File: src/hw/rtl/twc_pkg.sv
// ----------------------------------------------------------------------------
// Triangle wave channel package
// Shared event codes, register offsets, result type and lookup tables.
// ----------------------------------------------------------------------------
package twc_pkg;

   localparam int ActionWidth = 3;
   localparam int IndexWidth  = 2;
   localparam int DataWidth   = 8;
   localparam int LevelWidth  = 4;

   typedef enum logic [ActionWidth-1:0] {
      ACT_WRITE   = 3'd0,
      ACT_ENABLE  = 3'd1,
      ACT_TIMER   = 3'd2,
      ACT_QUARTER = 3'd3,
      ACT_HALF    = 3'd4
   } action_type;

   localparam logic [IndexWidth-1:0] REG_LINEAR   = 2'd0;
   localparam logic [IndexWidth-1:0] REG_UNUSED   = 2'd1;
   localparam logic [IndexWidth-1:0] REG_TIMER_LO = 2'd2;
   localparam logic [IndexWidth-1:0] REG_TIMER_HI = 2'd3;

   typedef struct packed {
      logic [LevelWidth-1:0] level;
      logic                  length_nonzero;
   } result_type;

   // The level falls from 15 to 0 over the first half and rises back after.
   function automatic logic [LevelWidth-1:0] level_lookup(input logic [4:0] step);
      level_lookup = step[4] ? step[3:0] : ~step[3:0];
   endfunction

   function automatic logic [7:0] length_lookup(input logic [4:0] idx);
      logic [7:0] value;
      case (idx)
         5'd0:  value = 8'd10;
         5'd1:  value = 8'd254;
         5'd2:  value = 8'd20;
         5'd3:  value = 8'd2;
         5'd4:  value = 8'd40;
         5'd5:  value = 8'd4;
         5'd6:  value = 8'd80;
         5'd7:  value = 8'd6;
         5'd8:  value = 8'd160;
         5'd9:  value = 8'd8;
         5'd10: value = 8'd60;
         5'd11: value = 8'd10;
         5'd12: value = 8'd14;
         5'd13: value = 8'd12;
         5'd14: value = 8'd26;
         5'd15: value = 8'd14;
         5'd16: value = 8'd12;
         5'd17: value = 8'd16;
         5'd18: value = 8'd24;
         5'd19: value = 8'd18;
         5'd20: value = 8'd48;
         5'd21: value = 8'd20;
         5'd22: value = 8'd96;
         5'd23: value = 8'd22;
         5'd24: value = 8'd192;
         5'd25: value = 8'd24;
         5'd26: value = 8'd72;
         5'd27: value = 8'd26;
         5'd28: value = 8'd16;
         5'd29: value = 8'd28;
         5'd30: value = 8'd32;
         5'd31: value = 8'd30;
         default: value = 8'd0;
      endcase
      length_lookup = value;
   endfunction

endpackage

File: src/hw/rtl/twc_req_if.sv
// ----------------------------------------------------------------------------
// Triangle wave channel request interface
// Valid/ready channel that carries one channel event per request.
// ----------------------------------------------------------------------------
interface twc_req_if;
   logic       valid;
   logic       ready;
   logic [2:0] action;
   logic [1:0] reg_index;
   logic [7:0] write_data;
   logic       enable_value;

   modport source (output valid, action, reg_index, write_data, enable_value,
                   input ready);
   modport sink   (input valid, action, reg_index, write_data, enable_value,
                   output ready);
endinterface

File: src/hw/rtl/twc_rsp_if.sv
// ----------------------------------------------------------------------------
// Triangle wave channel response interface
// Valid/ready channel that carries the level and length status.
// ----------------------------------------------------------------------------
interface twc_rsp_if;
   logic       valid;
   logic       ready;
   logic [3:0] level;
   logic       length_nonzero;

   modport source (output valid, level, length_nonzero, input ready);
   modport sink   (input valid, level, length_nonzero, output ready);
endinterface

File: src/hw/rtl/triangle_wave_channel.sv
// ----------------------------------------------------------------------------
// Triangle wave channel
// Triangle sound channel with timer, sequencer, linear and length counters.
// ----------------------------------------------------------------------------
// Each accepted request's result is registered as the next cycle's response.
// One request per cycle unless a response stalls; all state updates on accept.
// A request is taken whenever the result register is empty or being read.
// Synchronous reset clears all channel state and the result valid flag.
module triangle_wave_channel (
   input logic      clock,
   input logic      reset,
   twc_req_if.sink  req_chan,
   twc_rsp_if.source rsp_chan
);
   import twc_pkg::*;

   logic       req_accept;
   logic       rsp_take;
   logic       out_valid;
   result_type next_result;
   result_type out_result;

   assign rsp_take       = out_valid & rsp_chan.ready;
   assign req_chan.ready = !out_valid || rsp_chan.ready;
   assign req_accept     = req_chan.valid & req_chan.ready;

   twc_state u_state (
      .clock        (clock),
      .reset        (reset),
      .accept       (req_accept),
      .action       (req_chan.action),
      .reg_index    (req_chan.reg_index),
      .write_data   (req_chan.write_data),
      .enable_value (req_chan.enable_value),
      .result       (next_result)
   );

   twc_out u_out (
      .clock     (clock),
      .reset     (reset),
      .load      (req_accept),
      .result_in (next_result),
      .take      (rsp_take),
      .valid     (out_valid),
      .result    (out_result)
   );

   assign rsp_chan.valid          = out_valid;
   assign rsp_chan.level          = out_result.level;
   assign rsp_chan.length_nonzero = out_result.length_nonzero;

   property p_accept_gives_rsp;
      @(posedge clock) disable iff (reset) req_accept |=> rsp_chan.valid;
   endproperty
   assert property (p_accept_gives_rsp)
      else $error("accepted request produced no response");

   property p_no_accept_when_full;
      @(posedge clock) disable iff (reset)
         (out_valid && !rsp_chan.ready) |-> !req_chan.ready;
   endproperty
   assert property (p_no_accept_when_full)
      else $error("request accepted while a response is pending");

   property p_disable_clears_length;
      @(posedge clock) disable iff (reset)
         (req_accept && req_chan.action == ACT_ENABLE && !req_chan.enable_value)
            |=> !rsp_chan.length_nonzero;
   endproperty
   assert property (p_disable_clears_length)
      else $error("disable did not clear the length counter");

endmodule

File: src/hw/rtl/twc_state.sv
// ----------------------------------------------------------------------------
// Triangle wave channel state
// Timer, sequencer, linear and length counters, updated once per request.
// ----------------------------------------------------------------------------
module twc_state (
   input  logic                  clock,
   input  logic                  reset,
   input  logic                  accept,
   input  logic [2:0]            action,
   input  logic [1:0]            reg_index,
   input  logic [7:0]            write_data,
   input  logic                  enable_value,
   output twc_pkg::result_type   result
);
   import twc_pkg::*;

   logic [10:0] timer_period_ff, timer_period_in;
   logic [10:0] timer_count_ff,  timer_count_in;
   logic [4:0]  step_pointer_ff, step_pointer_in;
   logic [6:0]  linear_count_ff, linear_count_in;
   logic [6:0]  linear_reload_ff, linear_reload_in;
   logic        reload_flag_ff,  reload_flag_in;
   logic        halt_ff,         halt_in;
   logic [7:0]  length_count_ff, length_count_in;
   logic        enabled_ff,      enabled_in;
   logic [6:0]  linear_clocked;
   logic        reload_clocked;

   always_comb begin
      linear_clocked = linear_count_ff;
      if (reload_flag_ff) begin
         linear_clocked = linear_reload_ff;
      end else if (linear_count_ff != 7'd0) begin
         linear_clocked = linear_count_ff - 7'd1;
      end
      reload_clocked = reload_flag_ff & halt_ff;
   end

   always_comb begin
      timer_period_in  = timer_period_ff;
      timer_count_in   = timer_count_ff;
      step_pointer_in  = step_pointer_ff;
      linear_count_in  = linear_count_ff;
      linear_reload_in = linear_reload_ff;
      reload_flag_in   = reload_flag_ff;
      halt_in          = halt_ff;
      length_count_in  = length_count_ff;
      enabled_in       = enabled_ff;
      if (accept) begin
         case (action)
            ACT_WRITE: begin
               case (reg_index)
                  REG_LINEAR: begin
                     linear_reload_in = write_data[6:0];
                     halt_in          = write_data[7];
                  end
                  REG_TIMER_LO: begin
                     timer_period_in = {timer_period_ff[10:8], write_data};
                  end
                  REG_TIMER_HI: begin
                     timer_period_in = {write_data[2:0], timer_period_ff[7:0]};
                     if (enabled_ff) begin
                        length_count_in = length_lookup(write_data[7:3]);
                     end
                     reload_flag_in = 1'b1;
                  end
                  default: begin
                  end
               endcase
            end
            ACT_ENABLE: begin
               enabled_in = enable_value;
               if (!enable_value) begin
                  length_count_in = 8'd0;
               end
            end
            ACT_TIMER: begin
               if (timer_count_ff != 11'd0) begin
                  timer_count_in = timer_count_ff - 11'd1;
               end else begin
                  timer_count_in = timer_period_ff;
                  if (length_count_ff != 8'd0 && linear_count_ff != 7'd0) begin
                     step_pointer_in = step_pointer_ff + 5'd1;
                  end
               end
            end
            ACT_QUARTER: begin
               linear_count_in = linear_clocked;
               reload_flag_in  = reload_clocked;
            end
            ACT_HALF: begin
               linear_count_in = linear_clocked;
               reload_flag_in  = reload_clocked;
               if (!halt_ff && length_count_ff != 8'd0) begin
                  length_count_in = length_count_ff - 8'd1;
               end
            end
            default: begin
            end
         endcase
      end
   end

   always_ff @(posedge clock) begin
      if (reset) begin
         timer_period_ff  <= '0;
         timer_count_ff   <= '0;
         step_pointer_ff  <= '0;
         linear_count_ff  <= '0;
         linear_reload_ff <= '0;
         reload_flag_ff   <= 1'b0;
         halt_ff          <= 1'b0;
         length_count_ff  <= '0;
         enabled_ff       <= 1'b0;
      end else begin
         timer_period_ff  <= timer_period_in;
         timer_count_ff   <= timer_count_in;
         step_pointer_ff  <= step_pointer_in;
         linear_count_ff  <= linear_count_in;
         linear_reload_ff <= linear_reload_in;
         reload_flag_ff   <= reload_flag_in;
         halt_ff          <= halt_in;
         length_count_ff  <= length_count_in;
         enabled_ff       <= enabled_in;
      end
   end

   assign result.level          = level_lookup(step_pointer_in);
   assign result.length_nonzero = (length_count_in != 8'd0);

endmodule

File: src/hw/rtl/twc_out.sv
// ----------------------------------------------------------------------------
// Triangle wave channel result register
// Holds one result until the response side takes it.
// ----------------------------------------------------------------------------
module twc_out (
   input  logic                clock,
   input  logic                reset,
   input  logic                load,
   input  twc_pkg::result_type result_in,
   input  logic                take,
   output logic                valid,
   output twc_pkg::result_type result
);
   import twc_pkg::*;

   logic       valid_ff, valid_in;
   result_type result_ff, result_in_d;

   always_comb begin
      valid_in    = valid_ff;
      result_in_d = result_ff;
      if (load) begin
         valid_in    = 1'b1;
         result_in_d = result_in;
      end else if (take) begin
         valid_in = 1'b0;
      end
   end

   always_ff @(posedge clock) begin
      if (reset) begin
         valid_ff <= 1'b0;
      end else begin
         valid_ff <= valid_in;
      end
   end

   always_ff @(posedge clock) begin
      result_ff <= result_in_d;
   end

   assign valid  = valid_ff;
   assign result = result_ff;

endmodule

File: src/flat_wrapper.sv
// flat-port wrapper written by rule: the top's interface ports become plain ports
module triangle_wave_channel_flat import twc_pkg::*;
  (clock, reset, req_chan_valid, req_chan_action, req_chan_reg_index, req_chan_write_data, req_chan_enable_value, req_chan_ready, rsp_chan_valid, rsp_chan_level, rsp_chan_length_nonzero, rsp_chan_ready);
  twc_req_if req_chan_i ();
  twc_rsp_if rsp_chan_i ();
  input logic clock;
  input logic reset;
  input wire logic [$bits(req_chan_i.valid)-1:0] req_chan_valid;
  input wire logic [$bits(req_chan_i.action)-1:0] req_chan_action;
  input wire logic [$bits(req_chan_i.reg_index)-1:0] req_chan_reg_index;
  input wire logic [$bits(req_chan_i.write_data)-1:0] req_chan_write_data;
  input wire logic [$bits(req_chan_i.enable_value)-1:0] req_chan_enable_value;
  output wire logic [$bits(req_chan_i.ready)-1:0] req_chan_ready;
  output wire logic [$bits(rsp_chan_i.valid)-1:0] rsp_chan_valid;
  output wire logic [$bits(rsp_chan_i.level)-1:0] rsp_chan_level;
  output wire logic [$bits(rsp_chan_i.length_nonzero)-1:0] rsp_chan_length_nonzero;
  input wire logic [$bits(rsp_chan_i.ready)-1:0] rsp_chan_ready;
  assign req_chan_i.valid = req_chan_valid;
  assign req_chan_i.action = req_chan_action;
  assign req_chan_i.reg_index = req_chan_reg_index;
  assign req_chan_i.write_data = req_chan_write_data;
  assign req_chan_i.enable_value = req_chan_enable_value;
  assign req_chan_ready = req_chan_i.ready;
  assign rsp_chan_valid = rsp_chan_i.valid;
  assign rsp_chan_level = rsp_chan_i.level;
  assign rsp_chan_length_nonzero = rsp_chan_i.length_nonzero;
  assign rsp_chan_i.ready = rsp_chan_ready;
  triangle_wave_channel u_core (.clock(clock), .reset(reset), .req_chan(req_chan_i), .rsp_chan(rsp_chan_i));
endmodule
File: config.mk
export PLATFORM = sky130hd
export DESIGN_NAME = triangle_wave_channel_flat
export DESIGN_NICKNAME = d
export VERILOG_FILES = /design/src/hw/rtl/twc_pkg.sv /design/src/hw/rtl/twc_req_if.sv /design/src/hw/rtl/twc_rsp_if.sv /design/src/hw/rtl/triangle_wave_channel.sv /design/src/hw/rtl/twc_state.sv /design/src/hw/rtl/twc_out.sv /design/src/flat_wrapper.sv
export SDC_FILE = /design/constraint.sdc
export NUM_CORES = 1
export LEC_CHECK = 0
export ABC_AREA = 1
export BUFFER_PORTS_ARGS = -buffer_cell sky130_fd_sc_hd__buf_2
export CORE_ASPECT_RATIO = 0.6
export CORE_MARGIN = 2
export CORE_UTILIZATION = 35
export DETAILED_ROUTE_END_ITERATION = 8
export GPL_ROUTABILITY_DRIVEN = 1
export PLACE_DENSITY = 0.59
export SYNTH_ARGS = -nofsm -noshare
export SYNTH_HDL_FRONTEND = slang
export SYNTH_SLANG_ARGS = --single-unit
File: constraint.sdc
create_clock -name clock -period 2.2 [get_ports clock]
set_clock_uncertainty 0.1 [all_clocks]
set_input_delay 0.22 -clock clock [delete_from_list [all_inputs] [get_ports clock]]
set_output_delay 0.22 -clock clock [all_outputs]
set_load 0.02 [all_outputs]
==> parameters.txt, run 1 <==
Parameter                              Value

Status
  Result of the run    finished clean

Worst setup path
  Path length in cells of the critical path    10
  Flop2flop setup slack    0.21 ns
  Nature of the critical path startpoint    flip-flop
  Source of the critical timing path    u_core.u_state.timer_count_ff[0]
  Count of buffer and inverter cells on the critical path    1
  Cell with the largest stage delay on the worst path    sky130_fd_sc_hd__dfxtp_1
  Worst path most repeated cell    sky130_fd_sc_hd__nand2_2
  Kind of cell adding the most delay to the critical path    simple AND/OR/NAND/NOR gates
  Worst setup path category    flip-flop to flip-flop
  R2R Path End    u_core.u_out.result[2]
  Series of cell instances along the critical path    inv_1 > ha_1 > nand2_2 > nor2_4 > nand3b_4 > nor2_8 > nand2_1 > nand2_2 > nand2_4 > xor2_1
  Last element of the critical path    u_core.u_out.result[2]
  Launching point of the worst reg2reg path    u_core.u_state.timer_count_ff[0]
  CP arrival    1.96 ns
  Max incr delay on CP    0.31 ns
  Reg2Reg Depth    10
  Required time reported for the critical path endpoint    2.17 ns
  Crit. End Element    flip-flop
  Peak fanout along the critical path    8

Global routing
  Wire length of the first global-routing pass    15200 um
  Total global routing track utilization    17.8%
  Antenna violations before repair    0
  Pin count of the biggest net entering global routing    23
  Via count of the first global-routing pass    3178
  Total global routing overflow    0

Detailed routing
  TritonRoute pass-1 iters    4
  Number of vias after detailed routing    3546
  Detailed-routed wire length on met3    462 um
  Met2 routed wirelength    3780 um
  Per-cell via count in the routed design    4.99
  Routed WL per cell    12.9 um
  # DRC    0
  Remaining number of nets flagged by the antenna check after routing    0
  First-iteration detailed-routing DRC count    310
  Highest metal layer with signal wires    met4
  Detailed Route WL    9180 um
  Met1 wire length    4850 um

Clock tree
  TritonCTS clock tree    built
  Maximum clock insertion buffer count    2
  H-tree depth    3
  Clock-pin slew on the worst setup and hold paths    0.05 ns
  Total of hold buffers inserted after clock tree synthesis    0
  Library cell used as clock root buffer    sky130_fd_sc_hd__clkbuf_16
  CTS Buf Count    9
  Clock latency on the worst-skew pair    0.33 ns
  Clock sink total    58

Power and ir drop
  P per Cell Area    694 nW/um2
  Worst IR Drop VDD    0.364 mV
  Total leakage power    1.95 nW

Floorplan
  Area of the core region    9810 um2
  Height of the die    81.5 um
  Starting density of the core    35.7%
  Horizontal die dimension    133 um
  Total Die Area    10800 um2
  Top Ports    25
  Placement Rows    28

Flow run
  Max-cap violations    0

Finish
  Filler cells    1025
  Number of nets in the finished design    601
  Area growth syn-to-layout    19.0%
  Seq. cell area    1210 um2
  Count of antenna diodes in the layout    0
  Fraction of the core area covered by cells at the end of the flow    42.5%
  Fraction of final layout cells with drive strength greater than 1    14.4%
  Area used by multi-input combinational logic    2020 um2

Timing
  RSZ-0062 raised after global routing    false
  Slew HR    76.5%
  Sum of negative setup slack    0 ns
  Pins over their slew limit    0
  Transition at the pin with the smallest max-transition slack    0.351 ns
  Post-layout minimum cycle time    1.99 ns
  Final setup margin    0.209 ns
  Fmax    502 MHz
  Final number of setup-violating endpoints    0
  Final count of hold timing violations    0
  Period Utilization, post-route    90.5%

Yosys
  Area share of the largest cell type after synthesis    30.3%
  Netlist Area Pre-Place    3500 um2
  Number of cells produced by synthesis    533
  Yosys synthesis warning count    0
  Leading post-synthesis cells by cell area    sky130_fd_sc_hd__dfxtp_1 30%, sky130_fd_sc_hd__nand2_1 15%, sky130_fd_sc_hd__nor2_1 7.5%, sky130_fd_sc_hd__o21ai_0 6.7%, sky130_fd_sc_hd__inv_1 5.8%
  Syn Nets    563
  Count of flip-flops with a built-in enable after synthesis    5
  Sequential-to-total area share from yosys stat    34.6%
  Mean instance size in the synthesized netlist    6.57 um2
  Most frequent cells after synthesis    137 x sky130_fd_sc_hd__nand2_1, 70 x sky130_fd_sc_hd__nor2_1, 54 x sky130_fd_sc_hd__inv_1, 53 x sky130_fd_sc_hd__dfxtp_1, 47 x sky130_fd_sc_hd__o21ai_0
  Most repeated cell in the gate-level netlist after synthesis    sky130_fd_sc_hd__nand2_1
  Fraction of registers with async set/reset    0%
  Cell taking the most area after synthesis    sky130_fd_sc_hd__dfxtp_1
  Number of library cell types mapped by synthesis    39
  Flop and latch count out of synthesis    58
  Main flop type after synthesis    sky130_fd_sc_hd__dfxtp_1

Placement
  Worst slack after detailed placement    0.118 ns
  PortBufs    24
  Total half-perimeter wirelength after legalization and detailed placement    6800 um
  Global placer's final weighted congestion    0.921

Worst hold path
  Worst min path class    primary input to flip-flop
final cells by class:
cell class | instances | area share [%]
clock inverter | 5 | 1.29
sequential | 58 | 29.1
inverter | 61 | 5.49
clock buffer | 11 | 5.82
tap | 135 | 4.05
timing repair buffer | 40 | 5.76
multi-input combinational | 401 | 48.5
worst min path at each step:
| stage | startpoint | to | slack, ns | cells after the start |
|---|---|---|---|---|
| final | req_chan_write_data[0] | u_core.u_state.timer_period_ff[0] | 0.07 | 3 |
| after global routing | req_chan_write_data[0] | u_core.u_state.timer_period_ff[0] | 0.08 | 3 |
| after CTS | req_chan_write_data[0] | u_core.u_state.timer_period_ff[0] | 0.07 | 3 |
| after detailed placement | u_core.u_state.timer_period_ff[8] | u_core.u_state.timer_period_ff[8] | 0.37 | 2 |
| after global placement | u_core.u_state.timer_period_ff[8] | u_core.u_state.timer_period_ff[8] | 0.36 | 2 |
| after floorplan | reset | u_core.u_state.reload_flag_ff | 0.19 | 1 |
cells by family after synthesis:
| group | Yosys count | share of synthesized area, % |
|---|---|---|
| XOR/XNOR | 5 | 1.25 |
| adder cells (fa/ha/maj) | 12 | 4.29 |
| AND/OR/NAND/NOR | 281 | 36.0 |
| flip-flops | 58 | 34.6 |
| AO/OA/AOI/OAI | 102 | 15.5 |
| buffers and inverters | 75 | 8.36 |
metrics by stage:
step                      power (W)  cell area [um2]  cells  hold WS [ns]
final                       0.00289             4170    711        0.0693
after global routing        0.00302             4170    711        0.0776
after CTS                   0.00290             4130    708        0.0651
after detailed placement    0.00150             3830    692         0.368
after global placement      0.00149             3830    692         0.356
after floorplan             0.00138             3500    533         0.189
worst reg2reg max path, delay by kind of cell (launching register included):
| kind | cells | cell delay (ns) |
|---|---|---|
| buffers and inverters | 1 | 0.09 |
| flip-flops | 1 | 0.31 |
| XOR/XNOR | 1 | 0.14 |
| adder cells (fa/ha/maj) | 1 | 0.23 |
| AND/OR/NAND/NOR | 7 | 0.88 |
per-layer routing:
| layer | vias to the layer above | global-route usage [%] |
|---|---|---|
| met1 | 1630 | 25.7 |
| met3 | 12 | 4.63 |
| met2 | 87 | 26.1 |
| met5 | - | 0 |
| li1 | 1817 | - |
| met4 | 0 | 5.32 |
cells in the final DEF (no fill, tap or decap), types with 4 or more instances in the layout:
master                      count
sky130_fd_sc_hd__inv_2          4
sky130_fd_sc_hd__nand2_1      137
sky130_fd_sc_hd__dfxtp_1       53
sky130_fd_sc_hd__nand2_2        5
sky130_fd_sc_hd__clkbuf_16      9
sky130_fd_sc_hd__nand4_1        9
sky130_fd_sc_hd__a21oi_1       38
sky130_fd_sc_hd__nand3_1       36
sky130_fd_sc_hd__ha_1          12
sky130_fd_sc_hd__buf_2         24
sky130_fd_sc_hd__edfxtp_1       5
sky130_fd_sc_hd__o21ai_0       47
sky130_fd_sc_hd__a31oi_1        4
sky130_fd_sc_hd__clkinv_1       4
sky130_fd_sc_hd__nor2_1        70
sky130_fd_sc_hd__nor2_2         5
sky130_fd_sc_hd__buf_4         16
sky130_fd_sc_hd__nand3_2        4
sky130_fd_sc_hd__inv_1         54
sequential cells by signal, summed over array words and instances, names as in the netlist:
name and count:
u_core.u_state.linear_count_ff 7, u_core.u_state.timer_count_ff 11, u_core.u_out.result 5, u_core.u_state.step_pointer_ff 5
u_core.u_state.enabled_ff 1, u_core.u_state.length_count_ff 8, u_core.u_state.timer_period_ff 11, u_core.u_state.reload_flag_ff 1
u_core.u_state.halt_ff 1, u_core.u_out.valid 1, u_core.u_state.linear_reload_ff 7
report_power, final:
group | total [W] | internal (W) | switching [W]
Combinational | 0.000396 | 0.000130 | 0.000266
Clock | 0.00140 | 0.000901 | 0.000496
Sequential | 0.00110 | 0.00109 | 0.0000149
Total | 0.00289 | 0.00212 | 0.000777
what timing repair did:
item | 4_1_cts | 5_1_grt
setup buffers | 0 | 2
gates resized for setup | 0 | 2
endpoints found under the setup margin | 0 | 5
No activity file was read; power rests on OpenSTA's default activity.
==> inputs of run 2 (changes only) <==
- CTS_BUF_LIST: not set -> sky130_fd_sc_hd__clkbuf_4
==> parameters.txt, run 2 (synthesis gave the netlist of run 1 again) <==
Parameter                              Value

Status
  Result of the run    finished clean (unchanged)

Worst setup path
  CP arrival    2.07 ns (was 1.96 ns)
  Launching point of the worst reg2reg path    u_core.u_state.timer_count_ff[0] (unchanged)
  Nature of the critical path startpoint    flip-flop (unchanged)
  Crit. End Element    flip-flop (unchanged)
  Cell with the largest stage delay on the worst path    sky130_fd_sc_hd__dfxtp_1 (unchanged)
  Peak fanout along the critical path    8 (unchanged)
  Source of the critical timing path    u_core.u_state.timer_count_ff[0] (unchanged)
  Count of buffer and inverter cells on the critical path    1 (unchanged)
  Worst path most repeated cell    sky130_fd_sc_hd__nand2_2 (unchanged)
  Series of cell instances along the critical path    inv_1 > ha_1 > nand2_2 > nor2_4 > nand3b_4 > nor2_8 > nand2_1 > nand2_2 > nand2_4 > xor2_1 (unchanged)
  Worst setup path category    flip-flop to flip-flop (unchanged)
  Kind of cell adding the most delay to the critical path    simple AND/OR/NAND/NOR gates (unchanged)
  Required time reported for the critical path endpoint    2.27 ns (was 2.17 ns)
  Max incr delay on CP    0.33 ns (was 0.31 ns)

Worst hold path
  Startpoint of the tightest hold check path    req_chan_valid (was req_chan_write_data[0])
  Worst min path class    primary input to flip-flop (unchanged)

Finish
  Commonest non-fill, non-tap cell in the layout    sky130_fd_sc_hd__nand2_1 (unchanged)
  Biggest registers after layout    u_core.u_state.timer_count_ff x11, u_core.u_state.timer_period_ff x11, u_core.u_state.length_count_ff x8 (unchanged)
  Top library cells by usage in the layout, fill and taps aside    137 x sky130_fd_sc_hd__nand2_1, 70 x sky130_fd_sc_hd__nor2_1, 54 x sky130_fd_sc_hd__inv_1 (unchanged)
  Number of nets in the finished design    605 (was 601)
  Non-filler cells in the finished layout    715 (was 711)
  Final non-filler cell area    4040 um2 (was 4170 um2)
  Fraction of final layout cells with drive strength greater than 1    14.3% (was 14.4%)
  Area growth syn-to-layout    15.5% (was 19.0%)
  Count of antenna diodes in the layout    0 (unchanged)

Global routing
  Via count of the first global-routing pass    3195 (was 3178)
  Wire length of the first global-routing pass    15200 um (about the same)
  Pin count of the biggest net entering global routing    23 (unchanged)
  Fraction of met2 tracks used by global routing    26.1% (unchanged)
  Total global routing overflow    0 (unchanged)
  Met1 Use GR    25.6% (was 25.7%)
  Antenna violations before repair    0 (unchanged)
  Most crowded layer after global routing    met2 (unchanged)
  GR Util met3    4.07% (was 4.63%)
  Total global routing track utilization    17.8% (unchanged)

Placement
  PortBufs    24 (unchanged)
  Total half-perimeter wirelength after legalization and detailed placement    6800 um (unchanged)
  Placement-stage cell area    3830 um2 (unchanged)
  Placed cells    692 (unchanged)
  Global placer's final weighted congestion    0.921 (unchanged)

Timing
  Slew HR    77.5% (was 76.5%)
  RSZ-0062 raised after global routing    false (unchanged)
  Period Utilization, post-route    90.8% (was 90.5%)
  Final number of setup-violating endpoints    0 (unchanged)
  Pins over their slew limit    0 (unchanged)
  Post-layout minimum cycle time    2.00 ns (was 1.99 ns)
  Final count of hold timing violations    0 (unchanged)
  Sum of negative setup slack    0 ns (unchanged)
  Transition at the pin with the smallest max-transition slack    0.337 ns (was 0.351 ns)
  Fmax    501 MHz (was 502 MHz)

Flow run
  Max-cap violations    0 (unchanged)

Clock tree
  Clock-pin slew on the worst setup and hold paths    0.12 ns (was 0.05 ns)
  H-tree depth    3 (unchanged)
  TritonCTS clock tree    built (unchanged)
  Maximum clock insertion buffer count    2 (unchanged)
  Clock sink total    58 (unchanged)
  Clock latency on the worst-skew pair    0.42 ns (was 0.33 ns)
  CTS Buf Count    9 (unchanged)
  Library cell used as clock root buffer    sky130_fd_sc_hd__clkbuf_4 (was sky130_fd_sc_hd__clkbuf_16)

Power and ir drop
  Combinational Power Share    17.6% (was 13.7%)
  P per Cell Area    563 nW/um2 (was 694 nW/um2)
  Total leakage power    1.90 nW (was 1.95 nW)
  Internal power contribution    0.00157 W (was 0.00212 W)
  Switching power as a share of total power    31.1% (was 26.8%)
  NetSw    0.000709 W (was 0.000777 W)
  Worst IR Drop VDD    0.214 mV (was 0.364 mV)
  Fraction of power consumed by sequential logic    48.3% (was 38.1%)
  Clk network pwr share    34.1% (was 48.3%)

Detailed routing
  Routed WL per cell    12.8 um (was 12.9 um)
  Per-cell via count in the routed design    4.99 (about the same)
  # DRC    0 (unchanged)
  First-iteration detailed-routing DRC count    304 (was 310)
  Detailed Route WL    9180 um (about the same)
  TritonRoute pass-1 iters    4 (unchanged)
  Remaining number of nets flagged by the antenna check after routing    0 (unchanged)
  Number of vias after detailed routing    3565 (was 3546)

Floorplan
  Horizontal die dimension    133 um (unchanged)
  Total Die Area    10800 um2 (unchanged)
  Placement Rows    28 (unchanged)
  Top Ports    25 (unchanged)
  Area of the core region    9810 um2 (unchanged)
  Height of the die    81.5 um (unchanged)
  Starting density of the core    35.7% (unchanged)
## run 2: cell count changes in the layout (fill, tap and decap cells not counted)
cell	change
sky130_fd_sc_hd__dlygate4sd3_1	+4
sky130_fd_sc_hd__clkbuf_16	-9
sky130_fd_sc_hd__clkbuf_1	-1
sky130_fd_sc_hd__clkbuf_8	-1
sky130_fd_sc_hd__clkbuf_4	+10
sky130_fd_sc_hd__clkinv_1	+1
## run 2: layout make-up
class,count,area [um2]
clock buffers,10,75.1
inverters,61,229
well taps,135,169
multi-input cells,401,2020
fillers,1037,5770
repair buffers,44,280
clock inverters,6,57.6
flip-flops and latches,58,1210
## run 2: timing repair
item | 4_1_cts | 5_1_grt
resized for setup | 0 | 2
hold buffers | 4 | 0
setup endpoints to repair | 0 | 5
hold endpoints to repair | 9 | 0
buffers inserted | 0 | 2
## run 2: through the flow
stage	total power (W)	hold slack (ns)	setup slack [ns]	util, %
after floorplan	0.00138	0.189	0.378	-
after global placement	0.00149	0.356	0.137	39.1
after detailed placement	0.00150	0.368	0.118	39.1
after CTS	0.00228	0.0280	0.139	40.8
after global routing	0.00240	0.0313	0.0222	41.2
final	0.00228	0.0472	0.203	41.2
## run 2: final timing paths
check                           slack [ns]                                 to  depth (start not counted)
worst max-delay path                  0.20             u_core.u_out.result[2]                         10
worst min-delay path                  0.05                 u_core.u_out.valid                          3
worst max register to register        0.20             u_core.u_out.result[2]                         10
worst min register to register        0.37  u_core.u_state.timer_period_ff[8]                          2
## run 2: power by group through the flow
stage                     Clock [W]  Sequential [W]  Combinational, W
after global placement            0         0.00112          0.000371
after CTS                  0.000796         0.00110          0.000383
after floorplan                   0         0.00112          0.000257
after detailed placement          0         0.00112          0.000377
after global routing       0.000849         0.00110          0.000449
final                      0.000778         0.00110          0.000401
## run 2: tightest hold or removal path: cells and delay by family
family,cells,cell delay [ns]
buf+inv,1,0.12
simple gates,1,0.12
compound gates,1,0.07
## run 2: routing by layer
| layer | routed length (um) | vias to the layer above | part of all wire, % |
|---|---|---|---|
| met4 | 112 | 0 | 1.2 |
| met2 | 3760 | 78 | 41 |
| met1 | 4810 | 1639 | 52 |
| met3 | 495 | 15 | 5.4 |
| li1 | - | 1833 | - |
| met5 | 0 | - | 0 |
